## src/fsb_pkg.sv

```systemverilog
// Shared types, codes and constants of the flush scheduler.
`default_nettype none

package fsb_pkg;

  // Default width of the time base in milliseconds.
  localparam int TIME_BITS_DEF = 48;

  // Fixed field widths.
  localparam int FUNC_W  = 2;
  localparam int TIME_IN_W = 48;
  localparam int PEND_W  = 16;
  localparam int RES_W   = 2;
  localparam int WAIT_W  = 48;
  localparam int DLY_W   = 32;
  localparam int IVS_W   = 17;
  localparam int THR_W   = 16;
  localparam int IVMS_W  = 27;             // seconds times 1000 fits in 27 bits
  localparam int JIT_W   = DLY_W + 1;      // jittered delay stays below 1.25 * 2^32
  localparam int DSR_W   = DLY_W - 1;      // 2 * quarter + 1 fits in 31 bits
  localparam int CFG_IDX_W  = 3;
  localparam int CFG_DATA_W = 32;

  localparam logic [9:0] MS_PER_S = 10'd1000;
  localparam logic [WAIT_W-1:0] WAIT_MAX = '1;

  // Register reset values.
  localparam logic             ENABLE_RST   = 1'b1;
  localparam logic [IVS_W-1:0] IVS_RST      = 17'd30;
  localparam logic [THR_W-1:0] THR_RST      = 16'd20;
  localparam logic [DLY_W-1:0] INIT_MS_RST  = 32'd1000;
  localparam logic [DLY_W-1:0] MAX_MS_RST   = 32'd60000;

  typedef enum logic [FUNC_W-1:0] {
    FN_TICK  = 2'd0,
    FN_DONE  = 2'd1,
    FN_ENQ   = 2'd2,
    FN_START = 2'd3
  } func_t;

  typedef enum logic [RES_W-1:0] {
    RES_OK    = 2'd0,
    RES_RETRY = 2'd1,
    RES_FATAL = 2'd2
  } result_t;

  typedef enum logic [CFG_IDX_W-1:0] {
    CFG_ENABLE    = 3'd0,
    CFG_INTERVAL  = 3'd1,
    CFG_THRESHOLD = 3'd2,
    CFG_RETRY_INIT = 3'd3,
    CFG_RETRY_MAX = 3'd4
  } cfg_idx_t;

  // Commands from the controller to the datapath.
  typedef struct packed {
    logic load_item;
    logic div_init;
    logic div_step;
    logic jit_calc;
    logic update;
    logic out_load;
  } fsb_cmd_t;

  // Status from the datapath to the controller.
  typedef struct packed {
    logic is_retry;
    logic q_zero;
    logic div_last;
  } fsb_status_t;

endpackage

`default_nettype wire

```

## src/fsb_in_if.sv

```systemverilog
// Input event channel of the flush scheduler.
`default_nettype none

interface fsb_in_if;
  logic        valid;
  logic        ready;
  logic [1:0]  func;
  logic [47:0] now_ms;
  logic [15:0] queue_len;
  logic [1:0]  flush_result;

  modport source (output valid, output func, output now_ms, output queue_len,
                  output flush_result, input ready);
  modport sink (input valid, input func, input now_ms, input queue_len,
                input flush_result, output ready);
endinterface

`default_nettype wire

```

## src/fsb_out_if.sv

```systemverilog
// Result channel of the flush scheduler.
`default_nettype none

interface fsb_out_if;
  logic        valid;
  logic        ready;
  logic        flush_now;
  logic [47:0] wait_ms;
  logic        wait_forever;
  logic [31:0] backoff_ms;

  modport source (output valid, output flush_now, output wait_ms, output wait_forever,
                  output backoff_ms, input ready);
  modport sink (input valid, input flush_now, input wait_ms, input wait_forever,
                input backoff_ms, output ready);
endinterface

`default_nettype wire

```

## src/fsb_ctrl.sv

```systemverilog
// Sequencing controller of the flush scheduler.
`default_nettype none

module fsb_ctrl
  import fsb_pkg::*;
(
  input  wire logic        clk,
  input  wire logic        rst_n,
  input  wire logic        in_valid,
  output logic             in_ready,
  output logic             out_valid,
  input  wire logic        out_ready,
  input  wire fsb_status_t status,
  output fsb_cmd_t         cmd
);

  typedef enum logic [2:0] {
    S_IDLE,
    S_PREP,
    S_DIV,
    S_JIT,
    S_UPD,
    S_DEC
  } state_t;

  state_t state_r;
  logic   in_ready_r;
  logic   out_valid_r;

  assign in_ready  = in_ready_r;
  assign out_valid = out_valid_r;

  always_comb begin
    cmd = '0;
    unique case (state_r)
      S_IDLE: cmd.load_item = in_valid && in_ready_r;
      S_PREP: cmd.div_init  = 1'b1;
      S_DIV:  cmd.div_step  = 1'b1;
      S_JIT:  cmd.jit_calc  = 1'b1;
      S_UPD:  cmd.update    = 1'b1;
      S_DEC:  cmd.out_load  = !out_valid_r || out_ready;
      default: cmd = '0;
    endcase
  end

  always_ff @(posedge clk) begin
    if (!rst_n) begin
      state_r     <= S_IDLE;
      in_ready_r  <= 1'b1;
      out_valid_r <= 1'b0;
    end else begin
      if (cmd.out_load) begin
        out_valid_r <= 1'b1;
      end else if (out_ready) begin
        out_valid_r <= 1'b0;
      end
      unique case (state_r)
        S_IDLE: begin
          if (in_valid && in_ready_r) begin
            state_r    <= S_PREP;
            in_ready_r <= 1'b0;
          end
        end
        S_PREP: begin
          if (!status.is_retry) begin
            state_r <= S_UPD;
          end else if (status.q_zero) begin
            state_r <= S_JIT;
          end else begin
            state_r <= S_DIV;
          end
        end
        S_DIV: begin
          if (status.div_last) begin
            state_r <= S_JIT;
          end
        end
        S_JIT: state_r <= S_UPD;
        S_UPD: state_r <= S_DEC;
        S_DEC: begin
          if (cmd.out_load) begin
            state_r     <= S_IDLE;
            in_ready_r  <= 1'b1;
          end
        end
        default: state_r <= S_IDLE;
      endcase
    end
  end

`ifndef SYNTHESIS
  a_accept_drops_ready: assert property (@(posedge clk) disable iff (!rst_n)
    (in_valid && in_ready_r) |=> !in_ready_r)
    else $error("ready stayed high after an accepted word");

  a_ready_only_idle: assert property (@(posedge clk) disable iff (!rst_n)
    in_ready_r |-> (state_r == S_IDLE))
    else $error("ready raised outside idle");

  a_result_from_decide: assert property (@(posedge clk) disable iff (!rst_n)
    $rose(out_valid_r) |-> $past(state_r == S_DEC))
    else $error("result word raised outside decide step");

  a_div_only_retry: assert property (@(posedge clk) disable iff (!rst_n)
    (state_r == S_DIV) |-> (status.is_retry && !status.q_zero))
    else $error("jitter division running without a retryable failure");
`endif

endmodule

`default_nettype wire

```

## src/fsb_dp.sv

```systemverilog
// Datapath of the flush scheduler: registers, jitter divider and decision logic.
`default_nettype none

module fsb_dp
  import fsb_pkg::*;
#(
  parameter int TIME_BITS = TIME_BITS_DEF
) (
  input  wire logic                  clk,
  input  wire logic                  rst_n,
  input  wire logic                  cfg_we,
  input  wire logic [CFG_IDX_W-1:0]  cfg_index,
  input  wire logic [CFG_DATA_W-1:0] cfg_data,
  input  wire logic [FUNC_W-1:0]     in_func,
  input  wire logic [TIME_IN_W-1:0]  in_now_ms,
  input  wire logic [PEND_W-1:0]     in_queue_len,
  input  wire logic [RES_W-1:0]      in_flush_result,
  input  wire fsb_cmd_t              cmd,
  output fsb_status_t                status,
  output logic                       out_flush_now,
  output logic [WAIT_W-1:0]          out_wait_ms,
  output logic                       out_wait_forever,
  output logic [DLY_W-1:0]           out_backoff_ms
);

  localparam int TW    = TIME_BITS;
  localparam int SUM_W = TW + 2;
  localparam int CNT_W = $clog2(TW);
  localparam int WX    = (TW > WAIT_W) ? TW : WAIT_W;

  // Configuration.
  logic              en_r;
  logic [IVS_W-1:0]  ivs_r;
  logic [THR_W-1:0]  thr_r;
  logic [DLY_W-1:0]  init_r;
  logic [DLY_W-1:0]  max_r;
  logic [IVMS_W-1:0] iv_ms_r;

  // Captured event.
  logic [FUNC_W-1:0] func_r;
  logic [TW-1:0]     now_r;
  logic [PEND_W-1:0] pend_r;
  logic [RES_W-1:0]  res_r;

  // Scheduler state.
  logic [DLY_W-1:0] backoff_r;
  logic [TW-1:0]    rd_r;
  logic [TW-1:0]    id_r;
  logic             fp_r;

  // Jitter divider.
  logic [TW-1:0]    dvd_r;
  logic [DSR_W-1:0] dsr_r;
  logic [DSR_W-1:0] rem_r;
  logic [CNT_W-1:0] cnt_r;
  logic [JIT_W-1:0] jit_r;

  // Result word.
  logic              flush_r;
  logic [WAIT_W-1:0] wait_r;
  logic              forever_r;
  logic [DLY_W-1:0]  bo_out_r;

  function automatic logic [TW-1:0] add_sat(input logic [TW-1:0] a,
                                            input logic [JIT_W-1:0] b);
    logic [SUM_W-1:0] s;
    s = {2'b00, a} + SUM_W'(b);
    add_sat = (s[SUM_W-1:TW] != 2'b00) ? '1 : s[TW-1:0];
  endfunction

  function automatic logic [WAIT_W-1:0] sat_wait(input logic [TW-1:0] w);
    logic [WX-1:0] wx;
    wx = WX'(w);
    sat_wait = (wx > WX'(WAIT_MAX)) ? WAIT_MAX : WAIT_W'(wx);
  endfunction

  // Delay in use for the next retry and its quarter.
  logic [DLY_W-1:0]   delay;
  logic [DLY_W-3:0]   quarter;
  assign delay   = (backoff_r != '0) ? backoff_r : init_r;
  assign quarter = delay[DLY_W-1:2];

  // Restoring division step: one dividend bit per cycle.
  logic [DSR_W:0]   trial;
  logic [DSR_W-1:0] rem_nxt;
  assign trial   = {rem_r, dvd_r[TW-1]};
  assign rem_nxt = (trial >= {1'b0, dsr_r}) ? DSR_W'(trial - {1'b0, dsr_r})
                                            : trial[DSR_W-1:0];

  // Backoff growth, clamped to the ceiling.
  logic [DLY_W-1:0] ceil_ms;
  logic [DLY_W:0]   grow;
  logic [DLY_W-1:0] backoff_grow;
  assign ceil_ms      = (max_r < init_r) ? init_r : max_r;
  assign grow         = (backoff_r == '0) ? {1'b0, init_r} : {backoff_r, 1'b0};
  assign backoff_grow = (grow > {1'b0, ceil_ms}) ? ceil_ms : grow[DLY_W-1:0];

  logic iv_on;
  logic thr_hit;
  assign iv_on   = (ivs_r != '0);
  assign thr_hit = (thr_r != '0) && (pend_r >= thr_r);

  // Decision on the updated state.
  logic [TW:0] diff_rd;
  logic [TW:0] diff_id;
  logic        rd_gt;
  logic        id_gt;
  logic        due;
  logic        fire;
  assign diff_rd = {1'b0, rd_r} - {1'b0, now_r};
  assign diff_id = {1'b0, id_r} - {1'b0, now_r};
  assign rd_gt   = !diff_rd[TW] && (diff_rd[TW-1:0] != '0);
  assign id_gt   = !diff_id[TW] && (diff_id[TW-1:0] != '0);
  assign due     = iv_on && !id_gt;
  assign fire    = en_r && (func_r == FN_TICK) && (fp_r || due) && !rd_gt;

  logic              flush_nxt;
  logic [WAIT_W-1:0] wait_nxt;
  logic              forever_nxt;

  always_comb begin
    flush_nxt   = 1'b0;
    wait_nxt    = '0;
    forever_nxt = 1'b0;
    priority if (!en_r) begin
      forever_nxt = 1'b1;
    end else if (fire) begin
      flush_nxt = 1'b1;
    end else if (rd_gt) begin
      wait_nxt = sat_wait(diff_rd[TW-1:0]);
    end else if (fp_r) begin
      wait_nxt = '0;
    end else if (iv_on) begin
      wait_nxt = id_gt ? sat_wait(diff_id[TW-1:0]) : '0;
    end else begin
      forever_nxt = 1'b1;
    end
  end

  assign status.is_retry = (func_r == FN_DONE) && (res_r == RES_RETRY);
  assign status.q_zero   = (quarter == '0);
  assign status.div_last = (cnt_r == CNT_W'(TW - 1));

  // Configuration registers.
  always_ff @(posedge clk) begin
    if (!rst_n) begin
      en_r   <= ENABLE_RST;
      ivs_r  <= IVS_RST;
      thr_r  <= THR_RST;
      init_r <= INIT_MS_RST;
      max_r  <= MAX_MS_RST;
    end else if (cfg_we) begin
      unique case (cfg_index)
        CFG_ENABLE:     en_r   <= cfg_data[0];
        CFG_INTERVAL:   ivs_r  <= cfg_data[IVS_W-1:0];
        CFG_THRESHOLD:  thr_r  <= cfg_data[THR_W-1:0];
        CFG_RETRY_INIT: init_r <= cfg_data[DLY_W-1:0];
        CFG_RETRY_MAX:  max_r  <= cfg_data[DLY_W-1:0];
        default: ;
      endcase
    end
  end

  always_ff @(posedge clk) begin
    iv_ms_r <= IVMS_W'(ivs_r) * IVMS_W'(MS_PER_S);
  end

  // Event capture, divider and jitter.
  always_ff @(posedge clk) begin
    if (cmd.load_item) begin
      func_r <= in_func;
      now_r  <= TW'(in_now_ms);
      pend_r <= in_queue_len;
      res_r  <= in_flush_result;
    end
    if (cmd.div_init) begin
      dvd_r <= now_r;
      dsr_r <= {quarter, 1'b1};
      rem_r <= '0;
      cnt_r <= '0;
    end else if (cmd.div_step) begin
      dvd_r <= {dvd_r[TW-2:0], 1'b0};
      rem_r <= rem_nxt;
      cnt_r <= cnt_r + 1'b1;
    end
    if (cmd.jit_calc) begin
      jit_r <= status.q_zero ? {1'b0, delay}
                             : {1'b0, delay} - JIT_W'(quarter) + JIT_W'(rem_r);
    end
  end

  // Scheduler state.
  always_ff @(posedge clk) begin
    if (!rst_n) begin
      backoff_r <= '0;
      rd_r      <= '0;
      id_r      <= '0;
      fp_r      <= 1'b0;
    end else if (cmd.update) begin
      unique case (func_r)
        FN_START: begin
          if (en_r) begin
            backoff_r <= init_r;
            if (iv_on) begin
              id_r <= add_sat(now_r, JIT_W'(iv_ms_r));
            end
            if (thr_r != '0) begin
              fp_r <= thr_hit;
            end
          end
        end
        FN_ENQ: begin
          if (en_r && thr_hit) begin
            fp_r <= 1'b1;
          end
        end
        FN_DONE: begin
          if (res_r == RES_OK) begin
            backoff_r <= init_r;
            rd_r      <= '0;
          end else if (res_r == RES_RETRY) begin
            rd_r      <= add_sat(now_r, jit_r);
            fp_r      <= 1'b1;
            backoff_r <= backoff_grow;
          end
          if (iv_on) begin
            id_r <= add_sat(now_r, JIT_W'(iv_ms_r));
          end
        end
        default: ;
      endcase
    end else if (cmd.out_load && fire) begin
      fp_r <= 1'b0;
    end
  end

  // Result word.
  always_ff @(posedge clk) begin
    if (cmd.out_load) begin
      flush_r   <= flush_nxt;
      wait_r    <= wait_nxt;
      forever_r <= forever_nxt;
      bo_out_r  <= backoff_r;
    end
  end

  assign out_flush_now    = flush_r;
  assign out_wait_ms      = wait_r;
  assign out_wait_forever = forever_r;
  assign out_backoff_ms   = bo_out_r;

endmodule

`default_nettype wire

```

## src/flush_scheduler_with_backoff_core.sv

```systemverilog
// Top level of the flush scheduler with exponential retry backoff and jitter.
//
// Usage: every input word is one event (tick, flush done, enqueued, start)
// stamped with the current millisecond time. Every event gives exactly one
// result word: flush now, the wait until the next decision (or wait forever)
// and the backoff delay after the event.
// Channels: in_ch and out_ch move words by valid/ready; a word moves at a
// rising edge with both high. The cfg port writes one register per cycle with
// cfg_we high; write it only while no event is in flight.
// Steps: each accepted event is captured and then updated into the scheduler
// state, and its result word is decided. A retryable flush failure first
// computes the jitter remainder (now modulo twice the quarter delay plus one)
// with a restoring divider that retires one dividend bit per cycle, or skips
// the divider when the quarter is zero. in_ch.ready rises again as a result is
// loaded; a new event is accepted only after the last one's result is loaded.
// Stall: the result register holds its word until out_ch.ready; a new event
// is accepted meanwhile, and its result waits in the decide step.
// Reset: rst_n (synchronous, active low) restores register defaults, clears
// backoff, both deadlines and the pending flush, and empties the result slot.
`default_nettype none

module flush_scheduler_with_backoff_core
  import fsb_pkg::*;
#(
  parameter int TIME_BITS = TIME_BITS_DEF
) (
  input  wire logic                  clk,
  input  wire logic                  rst_n,
  input  wire logic                  cfg_we,
  input  wire logic [CFG_IDX_W-1:0]  cfg_index,
  input  wire logic [CFG_DATA_W-1:0] cfg_data,
  fsb_in_if.sink                     in_ch,
  fsb_out_if.source                  out_ch
);

  fsb_cmd_t    cmd;
  fsb_status_t status;

  // Sequencer: owns the handshakes and walks each event through its steps.
  fsb_ctrl u_ctrl (
    .clk       (clk),
    .rst_n     (rst_n),
    .in_valid  (in_ch.valid),
    .in_ready  (in_ch.ready),
    .out_valid (out_ch.valid),
    .out_ready (out_ch.ready),
    .status    (status),
    .cmd       (cmd)
  );

  // Datapath: configuration, scheduler state, divider and the result word.
  fsb_dp #(
    .TIME_BITS (TIME_BITS)
  ) u_dp (
    .clk              (clk),
    .rst_n            (rst_n),
    .cfg_we           (cfg_we),
    .cfg_index        (cfg_index),
    .cfg_data         (cfg_data),
    .in_func          (in_ch.func),
    .in_now_ms        (in_ch.now_ms),
    .in_queue_len     (in_ch.queue_len),
    .in_flush_result  (in_ch.flush_result),
    .cmd              (cmd),
    .status           (status),
    .out_flush_now    (out_ch.flush_now),
    .out_wait_ms      (out_ch.wait_ms),
    .out_wait_forever (out_ch.wait_forever),
    .out_backoff_ms   (out_ch.backoff_ms)
  );

endmodule

`default_nettype wire
```

## src/flat_wrapper.sv

```systemverilog
// flat-port wrapper written by rule: the top's interface ports become plain ports
module flush_scheduler_with_backoff_core_flat import fsb_pkg::*;
#(
  parameter int TIME_BITS = TIME_BITS_DEF
)
  (clk, rst_n, cfg_we, cfg_index, cfg_data, in_ch_valid, in_ch_func, in_ch_now_ms, in_ch_queue_len, in_ch_flush_result, in_ch_ready, out_ch_valid, out_ch_flush_now, out_ch_wait_ms, out_ch_wait_forever, out_ch_backoff_ms, out_ch_ready);
  fsb_in_if in_ch_i ();
  fsb_out_if out_ch_i ();
  input  wire logic clk;
  input  wire logic rst_n;
  input  wire logic cfg_we;
  input  wire logic [CFG_IDX_W-1:0] cfg_index;
  input  wire logic [CFG_DATA_W-1:0] cfg_data;
  input wire logic [$bits(in_ch_i.valid)-1:0] in_ch_valid;
  input wire logic [$bits(in_ch_i.func)-1:0] in_ch_func;
  input wire logic [$bits(in_ch_i.now_ms)-1:0] in_ch_now_ms;
  input wire logic [$bits(in_ch_i.queue_len)-1:0] in_ch_queue_len;
  input wire logic [$bits(in_ch_i.flush_result)-1:0] in_ch_flush_result;
  output wire logic [$bits(in_ch_i.ready)-1:0] in_ch_ready;
  output wire logic [$bits(out_ch_i.valid)-1:0] out_ch_valid;
  output wire logic [$bits(out_ch_i.flush_now)-1:0] out_ch_flush_now;
  output wire logic [$bits(out_ch_i.wait_ms)-1:0] out_ch_wait_ms;
  output wire logic [$bits(out_ch_i.wait_forever)-1:0] out_ch_wait_forever;
  output wire logic [$bits(out_ch_i.backoff_ms)-1:0] out_ch_backoff_ms;
  input wire logic [$bits(out_ch_i.ready)-1:0] out_ch_ready;
  assign in_ch_i.valid = in_ch_valid;
  assign in_ch_i.func = in_ch_func;
  assign in_ch_i.now_ms = in_ch_now_ms;
  assign in_ch_i.queue_len = in_ch_queue_len;
  assign in_ch_i.flush_result = in_ch_flush_result;
  assign in_ch_ready = in_ch_i.ready;
  assign out_ch_valid = out_ch_i.valid;
  assign out_ch_flush_now = out_ch_i.flush_now;
  assign out_ch_wait_ms = out_ch_i.wait_ms;
  assign out_ch_wait_forever = out_ch_i.wait_forever;
  assign out_ch_backoff_ms = out_ch_i.backoff_ms;
  assign out_ch_i.ready = out_ch_ready;
  flush_scheduler_with_backoff_core #(.TIME_BITS(TIME_BITS)) u_core (.clk(clk), .rst_n(rst_n), .cfg_we(cfg_we), .cfg_index(cfg_index), .cfg_data(cfg_data), .in_ch(in_ch_i), .out_ch(out_ch_i));
endmodule
```

## config.mk

```make
export PLATFORM = sky130hd
export DESIGN_NAME = flush_scheduler_with_backoff_core_flat
export DESIGN_NICKNAME = d
export VERILOG_FILES = /design/src/fsb_pkg.sv /design/src/fsb_in_if.sv /design/src/fsb_out_if.sv /design/src/fsb_ctrl.sv /design/src/fsb_dp.sv /design/src/flush_scheduler_with_backoff_core.sv /design/src/flat_wrapper.sv
export SDC_FILE = /design/constraint.sdc
export NUM_CORES = 2
export LEC_CHECK = 0
export BUFFER_PORTS_ARGS = -buffer_cell sky130_fd_sc_hd__buf_2
export CORE_AREA = 2 2 269 271
export DETAILED_ROUTE_END_ITERATION = 12
export DIE_AREA = 0 0 271 273
export PLACE_DENSITY_LB_ADDON = 0.08
export SLEW_MARGIN = 10
export SYNTH_ARGS = -nofsm -noshare
export SYNTH_HDL_FRONTEND = slang
export SYNTH_SLANG_ARGS = --single-unit
```

## constraint.sdc

```tcl
create_clock -name clk -period 11.25 [get_ports clk]
set_clock_uncertainty 0.15 [all_clocks]
set_input_delay 0 -clock clk [delete_from_list [all_inputs] [get_ports clk]]
set_output_delay 0 -clock clk [all_outputs]
set_load 0.1 [all_outputs]
```

==> reports/results.txt <==
Worst-Margin Slew -> 1.230 ns
Setup bufs post-CTS -> 0
Commonest non-fill, non-tap cell in the layout -> nand2_1
Drt wl/cell -> 20.71 um
End of the critical path -> u_core.u_dp.jit_r[29]$_DFFE_PN_
Area delta synth->final -> 14.78%
Post-placement cell count -> 5383
Crit path capture type -> register
Leakage power -> 19.29 nW
Hold slack -> 0.03218 ns
Logic pwr share -> 0.359
M3 GR Usage -> 0.03945
DIE HEIGHT -> 273 um
Root buffer cell -> clkbuf_16
Vias in the first global route -> 32371
Pwr Density -> 163.4 mW/mm^2
Worst-skew pair later-pin latency -> 0.62 ns
Final Cycle Share -> 0.6706
Post-synth ARST share -> 0
GRT Overall Usage -> 0.3141
F_max -> 0.1325 GHz
GR peak layer -> met2
RR Endpoint -> u_core.u_dp.jit_r[29]$_DFFE_PN_
CP Launch Type -> register
CP arrival -> 7.74 ns
Status -> completed
I/O pin count -> 192
HPWL after detailed placement -> 87360 um
Final Hold Viols -> 0
Register share of total power -> 0.344
Met2 usage -> 0.5373
# hold bufs at CTS -> 180
Endpoints failing setup -> 0
Syn_nets -> 4951
Core Rows -> 98
Post-layout util -> 0.6285
Fraction of layout cells with a size suffix above 1 -> 0.09233
Nets -> 5247
Largest net degree at the start of global routing -> 84
Cell Area, Synth -> 0.03888 sq mm
Worst setup startpoint -> u_core.u_dp.backoff_r[21]$_SDFFE_PN0P_
Gr ovfl total -> 0
CTS Sinks -> 554
Post-Layout Cell Count -> 5683
Sw Share -> 0.3642
Total CTS buffers -> 66
Post-Route WL -> 117700 um
Crit Path Class -> register to register
CTS Buffer Depth -> 3
Total negative setup slack -> 0 ns
Syn_area_per_cell -> 8.866 sq um
Vias per cell -> 5.917
Max Cap Viol -> 0
Worst reg2reg setup slack -> 3.71 ns
H-Tree Depth -> 3
VDD IR max -> 110.1 uV
Buffers added on ports -> 191
Worst hold-check path type -> primary input to register
Post-synth EDFFs -> 261
CP Data Required Time -> 11.44 ns
Instance count of the mapped netlist -> 4385
Met1 Track Usage GR -> 0.4068
Total internal power -> 4.635 mW
Synthesis-stage register bit count -> 554
Die width -> 271 um
Post-layout instance area -> 0.04462 sq mm
Synth Warn # -> 0
Slew headroom -> 0.1775
Initial cell density of the core -> 0.5476
DIE AREA -> 0.07398 sq mm
Max Slew Vio Count -> 0
Iter 0 DRT Violations -> 2770
Post-DP Area -> 0.04068 sq mm
Netlist cell types -> 87
DRC violations left -> 0
CTS clock-pin slew for the worst setup and hold paths -> 0.06 ns
Worst Reg-to-Reg Cells -> 23
Number of detailed-route iterations in the first pass -> 6
Clock power frac -> 0.296
Placeable core region -> 0.07100 sq mm
Period minus WS final -> 7.545 ns
Diode count -> 0
Sequential element share of the synthesized area -> 0.3525
R2r startpoint -> u_core.u_dp.backoff_r[21]$_SDFFE_PN0P_
Psw -> 2.655 mW
Cts repair resizes -> 0
TritonCTS clock tree -> yes
Via count -> 33626
DRT antenna net count -> 0
Antenna violations before repair -> 1
Commonest non-fill, non-tap cells in the layout -> 508 x nand2_1, 453 x a21oi_1, 365 x ha_1, 360 x inv_1, 293 x dfxtp_1
RePlAce Congestion -> 0.9689
Ys flop type -> dfxtp_1
Critical Path Fanout Max -> 49
First-pass GRT wire length -> 183300 um
RSZ-0062 raised after global routing -> no
worst min path at each step:
stage          slack [ns]                               to  depth (start not counted)             start
2_1_floorplan       -0.05  u_core.u_dp.func_r[0]$_DFFE_PP_                          0     in_ch_func[0]
3_3_place_gp         0.03  u_core.u_dp.now_r[14]$_DFFE_PP_                          1  in_ch_now_ms[14]
3_5_place_dp         0.03   u_core.u_dp.now_r[7]$_DFFE_PP_                          1   in_ch_now_ms[7]
4_1_cts            0.0004  u_core.u_dp.now_r[20]$_DFFE_PP_                          2  in_ch_now_ms[20]
5_1_grt              0.03  u_core.u_dp.now_r[16]$_DFFE_PP_                          2  in_ch_now_ms[16]
6_report             0.03  u_core.u_dp.now_r[16]$_DFFE_PP_                          2  in_ch_now_ms[16]
logic make-up (layout without fill, tap and decap cells):
kind of cell               Yosys count  count (layout)  synth area share
DFF                                554             554            0.3525
xor gates and xnor gates           235             235           0.05294
buffers and inverters              545             893           0.05375
adders and majority gates          458             458            0.1654
and+or+nand+nor                   1265            1265            0.1537
muxes                               98              98           0.02700
AOI/OAI and AO/OA                 1230            1230            0.1947
routing by layer:
| metal | routed length, um | vias up |
|---|---|---|
| met1 | 50530 | 15980 |
| met5 | 0 | - |
| met2 | 56010 | 1144 |
| met4 | 4256 | 0 |
| met3 | 6923 | 234 |
| li1 | - | 16268 |
power groups by stage:
stage                     combinational (mW)  clock [mW]  sequential (mW)
final                                   2.62        2.16             2.51
after global routing                    2.89        2.27             2.52
after CTS                               2.59        2.19             2.51
after detailed placement                2.52           0             2.55
after global placement                  2.51           0             2.55
after floorplan                         1.83           0             2.58
flip-flops by register name, summed over array words and instances (netlist names), 32 cells and up:
register,cells
u_core.u_dp.dvd_r,48
u_core.u_dp.max_r,32
u_core.u_dp.rd_r,48
u_core.u_dp.jit_r,33
u_core.u_dp.init_r,32
u_core.u_dp.out_backoff_ms,32
u_core.u_dp.out_wait_ms,48
u_core.u_dp.id_r,48
u_core.u_dp.now_r,48
u_core.u_dp.backoff_r,32
worst max-delay path, stage by stage (launching register included):
cell and delay, ns:
dfxtp_1 0.35, nor4_1 0.40, nand3_1 0.19, nor3_2 0.87, buf_4 0.60, a21oi_1 0.25
inv_1 0.15, fa_1 0.48, inv_1 0.09, ha_1 0.22, a21o_1 0.17, a21o_1 0.21
a2111oi_0 0.81, o21ai_0 0.31, a31oi_1 0.36, o21ai_0 0.22, nor4_1 0.21, nor3_1 0.10
o31a_1 0.32, o211ai_1 0.31, nand2_1 0.10, a21o_1 0.19, xnor2_1 0.14, nor2_1 0.05
per-stage QoR:
stage,power [mW],setup WS [ns]
floorplan,4.402,2.523
global placement,5.056,3.928
detailed placement,5.069,3.898
CTS,7.281,3.862
global route,7.678,3.131
finish,7.290,3.705
Yosys cell counts (11+ instances only):
| library cell | number | area (sq um) |
|---|---|---|
| mux2_2 | 55 | 619.3 |
| nor3_1 | 81 | 405.4 |
| o211ai_1 | 68 | 510.5 |
| nor2b_1 | 39 | 244.0 |
| xnor2_1 | 148 | 1296 |
| o21ai_0 | 268 | 1341 |
| dfxtp_1 | 293 | 5866 |
| inv_1 | 362 | 1359 |
| nand4_1 | 73 | 456.7 |
| a21o_1 | 149 | 1119 |
| o31ai_1 | 32 | 240.2 |
| a211oi_1 | 15 | 112.6 |
| or3_1 | 23 | 143.9 |
| clkbuf_1 | 160 | 600.6 |
| nand2_1 | 509 | 1911 |
| and3_1 | 34 | 212.7 |
| or2_2 | 11 | 68.82 |
| nor2_1 | 204 | 765.7 |
| a21oi_1 | 453 | 2267 |
| o22ai_1 | 14 | 87.58 |
| nand3_1 | 120 | 600.6 |
| o21bai_1 | 41 | 307.8 |
| nand3b_1 | 20 | 150.1 |
| ha_1 | 365 | 4567 |
| o21a_1 | 31 | 232.7 |
| mux2i_1 | 43 | 430.4 |
| nor4_1 | 36 | 225.2 |
| a31oi_1 | 47 | 294.0 |
| and2_1 | 16 | 100.1 |
| xor2_1 | 87 | 762.0 |
| nand2b_1 | 62 | 387.9 |
| fa_1 | 93 | 1862 |
| edfxtp_1 | 261 | 7838 |
cell type report:
| type | instances | area [sq um] |
|---|---|---|
| clock buffers | 90 | 1849 |
| clock inverters | 30 | 296.5 |
| fillers | 6074 | 26370 |
| inverters | 362 | 1360 |
| multi-input cells | 3286 | 23160 |
| flip-flops and latches | 554 | 13700 |
| well taps | 950 | 1189 |
| repair buffers | 411 | 3060 |
(Power assumes the default switching activity.)
